<file path="src/hdl/izp_fifo.sv">
module izp_fifo #(
  parameter int WIDTH = 8,
  parameter int DEPTH = 8
) (
  input  logic                       clk,
  input  logic                       rst,
  input  logic                       push,
  input  logic [WIDTH-1:0]           wdata,
  input  logic                       pop,
  output logic [WIDTH-1:0]           rdata,
  output logic                       empty,
  output logic [$clog2(DEPTH+1)-1:0] count
);

  localparam int PW = $clog2(DEPTH);
  localparam int CW = $clog2(DEPTH + 1);

  logic [WIDTH-1:0] mem [DEPTH];
  logic [PW-1:0]    wr_ptr;
  logic [PW-1:0]    rd_ptr;
  logic             do_pop;

  assign do_pop = pop && (count != '0);
  assign empty  = (count == '0);
  assign rdata  = mem[rd_ptr];

  always_ff @(posedge clk) begin
    if (push) begin
      mem[wr_ptr] <= wdata;
    end
  end

  always_ff @(posedge clk) begin
    if (rst) begin
      wr_ptr <= '0;
      rd_ptr <= '0;
      count  <= '0;
    end else begin
      if (push) begin
        wr_ptr <= (wr_ptr == PW'(DEPTH - 1)) ? '0 : wr_ptr + PW'(1);
      end
      if (do_pop) begin
        rd_ptr <= (rd_ptr == PW'(DEPTH - 1)) ? '0 : rd_ptr + PW'(1);
      end
      if (push && !do_pop) begin
        count <= count + CW'(1);
      end else if (!push && do_pop) begin
        count <= count - CW'(1);
      end
    end
  end

endmodule

</file>
<file path="config.mk">
export PLATFORM = sky130hd
export DESIGN_NAME = izp_fifo
export DESIGN_NICKNAME = d
export VERILOG_FILES = /design/src/hdl/izp_fifo.sv
export SDC_FILE = /design/constraint.sdc
export NUM_CORES = 1
export LEC_CHECK = 0
export BUFFER_PORTS_ARGS = -buffer_cell sky130_fd_sc_hd__buf_2
export CORE_UTILIZATION = 40
export DETAILED_ROUTE_END_ITERATION = 16
export GPL_ROUTABILITY_DRIVEN = 0
export PLACE_DENSITY_LB_ADDON = 0.2
export SLEW_MARGIN = 20
export SYNTH_ARGS = -nofsm -noshare
export SYNTH_HDL_FRONTEND = slang
export SYNTH_SLANG_ARGS = --single-unit
</file>
<file path="constraint.sdc">
create_clock -name clk -period 2.95 [get_ports clk]
set_input_delay 0.4425 -clock clk [delete_from_list [all_inputs] [get_ports clk]]
set_output_delay 0.4425 -clock clk [all_outputs]
set_load 0.02 [all_outputs]
</file>
# --- After elaboration in Yosys (flattened, before gate mapping) ---
# Memories as Yosys holds them, arrays and structs flattened. A register that Yosys moved wholly into a read port is not among the register bits.
# Index checks and enable logic that the tools add are counted.
word_totals:
  ramBits: 64
  elab_cells: 26
  n_memories: 1
  in_bits: 12
  ff_bits: 10
memory_table:
  columns: ["name", "words", "word_bits", "read_ports", "rd_clocked_by_memory_dff", "wr", "line_no", "source"]
  rows:
  - ["mem", 8, 8, 1, 1, 1, "18", "logic [WIDTH-1:0] mem [DEPTH];"]
op_classes:
  n_addsub: 4
  eq_ne: 2
  n_reduce_logical: 8
  n_mux: 8
ops:
  columns: ["op", "n"]
  rows:
  - ["$mux 3", 4]
  - ["$mux 4", 2]
  - ["$add 3x1->3 const B", 2]
  - ["$eq 3x3->1 const B", 2]
  - ["$add 4x1->4 const B", 1]
  - ["$logic_not 4->1", 1]
  - ["$reduce_bool 4->1", 1]
  - ["$sub 4x1->4 const B", 1]
  - ["$logic_and 1x1->1", 3]
  - ["$logic_not 1->1", 2]
  - ["$mux 1", 2]
  - ["$reduce_bool 2->1", 1]

# --- Logic depth before layout (Yosys ltp) ---
logic_depth:
  word_depth: 5
  mapped_depth: 8
  ltp_nobuf: 8

# --- Least setup slack after synthesis ---
# No wires, ideal clock.
synth_timing:
  kind: "register -> register"
  from: "register count[0]"
  to: "register count[3]"
  synth_period_minus_slack_ps: 2430
  path_stages_with_launch: 9
  arrival_ps: 2309
  slack_ps: 520
  required_ps: 2829
  path_cell_list: "dfxtp_1 -> o41ai_4 -> ha_1 -> inv_1 -> ha_1 -> a21oi_1 -> a211oi_1 -> a31oi_1 -> mux2_2"
synth_between:
  elab_chain_cells: 5
  elab_cells_between_ends: 10
synth_lines:
  columns: ["item", "line_no", "source"]
  rows:
  - ["start, declared", "12", "output logic [$clog2(DEPTH+1)-1:0] count"]
  - ["start signal, assigned", "46", "count <= count + CW'(1);"]
  - ["start signal, assigned", "48", "count <= count - CW'(1);"]
  - ["branches (longest 5 deep; another with $sub 4x1->4)", null, null]
# Several ways; the timed one is not identified. The select of a mux whose other input is x is not followed.
# A chain may end at the register's enable or synchronous reset.

# --- Worst setup path after layout ---
# Ends and elaborated chain as after synthesis.

==> out/qor.yml <==
setup_path:
  worstPathCellList: "o41ai_4 -> ha_1 -> inv_1 -> ha_1 -> a21oi_1 -> a211oi_1 -> a31oi_1 -> mux2_2"
  cp_slowest_cell: "o41ai_4"
  criticalPathCategory: "register to register"
  end_kind: "register"
  path_common_cell: "ha_1"
  critPathMaxFanout: 6
  critPathLaunch: "count[0]"
  r2r_slack_ps: 270
  start_kind: "register"
  critPathRequiredTime_ps: 3170
  cpPeakStageDelay_ps: 580
  regToRegStartpoint: "count[0]"
  arrival_ps: 2900
layout:
  instances_no_fill: 305
  nets: 221
  syn2layout_area_growth_pct: 14.7
  num_antenna_cells: 0
  finalInstanceArea_um2: 3590
  drive_gt1_share_pct: 27.2
  seq_area_um2: 2180
  multi_input_area_um2: 890
  fill_cells: 622
  layout_commonest_cell: "edfxtp_1"
  final_cell_mix: "64 x edfxtp_1, 24 x buf_2, 20 x nor2_1"
drt:
  viasPerCell: 5.13
  dr.pass1.iters: 4
  drtIter0Drc: 42
  drc_errors: 0
  wire_per_inst_um: 17.9
  ant_nets: 0
  wirelength_um: 5470
  dr_total_vias: 1565
global_route:
  grt_util_met1_pct: 18.5
  grt_util_met2_pct: 23.7
  overflow: 0
  grt_pass1_vias: 1670
  antenna_found_initial: 0
  grt_util_met3_pct: 2.69
  grt_busiest_layer: "met2"
  grt_first_pass_wirelength_um: 8670
  grtUsageTotal_pct: 14.6
  grt_max_degree: 17
die:
  dieArea_um2: 8180
  rows: 31
  core_area_um2: 7410
  start_util_pct: 42.3
  die_w_um: 90.5
  io_pins: 25
  die_y_um: 90.5
sta:
  maxSlewViolCount: 0
  worst_slack_ps: 272
  slew_headroom_pct: 41.3
  fin_crit_sh_pct: 90.8
  tightest_slew_ps: 878
  fmax_mhz: 373
  rsz0062_at_grt: "no"
  skew_ps: 4.87
  setup_violations: 0
  period_needed_ps: 2680
  final.setup.tns_ps: 0
  hold_viol: 0
place:
  portBuffers: 24
  dp_slack_ps: 270
  dp.final_hpwl_um: 3630
  placed_area_um2: 3380
  dp_cells: 289
logic_synthesis:
  synth_top_cell_area_share_pct: 61.4
  synth_nets: 186
  synth-edff-count: 64
  synth.ff_latch_count: 77
  ys_top_cells_by_area: "edfxtp_1 61%, mux4_1 13%, dfxtp_1 8.3%"
  netlist_area_um2: 3130
  synth.avg_cell_area_um2: 18.9
  synth-async-reset-ratio_pct: 0
  synth_top_area_cell: "edfxtp_1"
  synth_warnings: 0
  ys.flop_type: "edfxtp_1"
  ys_types: 28
  synthCells: 166
  ys_seq_area_share_pct: 69.7
pwr:
  power_mw: 2.74
  power.leakage_nw: 1.29
  powerDensity_nw_per_um2: 763
  irDropWorstVdd_mv: 0.264
clock_tree:
  cts_buffers: 9
  cts_root_buf: "clkbuf_8"
  clock_path_buffers: 2
  cts_tree: "yes"
  cts_sinks: 77
  postCtsHoldBufs: 0
  htree_levels: 3
  ctsResizeCount: 0
  worst_skew_pair.late_latency_ps: 330
  post_cts_buffers: 0
  path_clk_slew_ps: 80
outcome:
  status: "finished, final reports clean"
worst_hold_path:
  hold_class: "input port to register"
  min_from: "wdata[6]"
run:
  drv_cap: 0
[cell type report]
cell class | count | share of cell area, %
Timing Repair Buffer | 31 | 4.81
Multi-Input combinational cell | 80 | 24.8
Inverter | 2 | 0.209
Clock inverter | 2 | 0.279
Sequential cell | 77 | 60.8
Clock buffer | 14 | 5.71
Tap cell | 99 | 3.45
[per-layer routing]
| metal | wire (um) | share of wire (%) |
|---|---|---|
| met5 | 0 | 0 |
| met1 | 2370 | 43 |
| met2 | 2900 | 53 |
| met4 | 83 | 1.5 |
| met3 | 111 | 2.0 |
[synth_stat cells, types with 2 or more instances]
| cell | number |
|---|---|
| edfxtp_1 | 64 |
| nor2_1 | 20 |
| mux4_1 | 15 |
| dfxtp_1 | 13 |
| mux2_2 | 9 |
| ha_1 | 7 |
| a21oi_1 | 6 |
| clkbuf_1 | 3 |
| mux2i_1 | 3 |
| nand2_1 | 3 |
| nand2b_1 | 3 |
| nor3_1 | 3 |
| inv_1 | 2 |
[cells by family after synthesis]
family / after synthesis / share of synthesized area [%]
flip-flops: 77 / 69.7
AND/OR/NAND/NOR: 33 / 4.64
multiplexers: 28 / 17.5
AO/OA/AOI/OAI: 9 / 2.28
buffers and inverters: 9 / 1.88
adder cells (fa/ha/maj): 8 / 3.44
XOR/XNOR: 2 / 0.560
[state kept, by name, indices dropped and copies added, names as in the netlist, named ones only]
register	flops
mem	64
count	4
rd_ptr	3
wr_ptr	3
[path summary, 6_finish.rpt]
kind | end | cells past startpoint
hold / removal | mem[6][6] | 1
setup / recovery | count[3] | 8
hold reg to reg | register | 2
setup reg to reg | count[3] | 8
[critical path: cells and delay by family (launching register included)]
family	cells	cell delay, ps
AO/OA/AOI/OAI	4	1100
flip-flops	1	400
buffers and inverters	1	100
adder cells (fa/ha/maj)	2	610
multiplexers	1	350
[where the power goes]
group	leakage [nW]	internal (mW)	total [mW]	switching (mW)
clock	0.111	0.453	0.798	0.345
combinational	0.488	0.299	0.626	0.327
sequential	0.688	1.24	1.31	0.0781
total	1.29	1.99	2.74	0.750
[metrics by stage]
| stage | utilization [%] | hold WS (ps) |
|---|---|---|
| 2_1_floorplan | - | 488 |
| 3_3_place_gp | 45.6 | 517 |
| 3_5_place_dp | 45.6 | 533 |
| 4_1_cts | 48.5 | 351 |
| 5_1_grt | 48.5 | 368 |
| 6_report | 48.5 | 367 |
No activity file was read; power rests on OpenSTA's default activity.
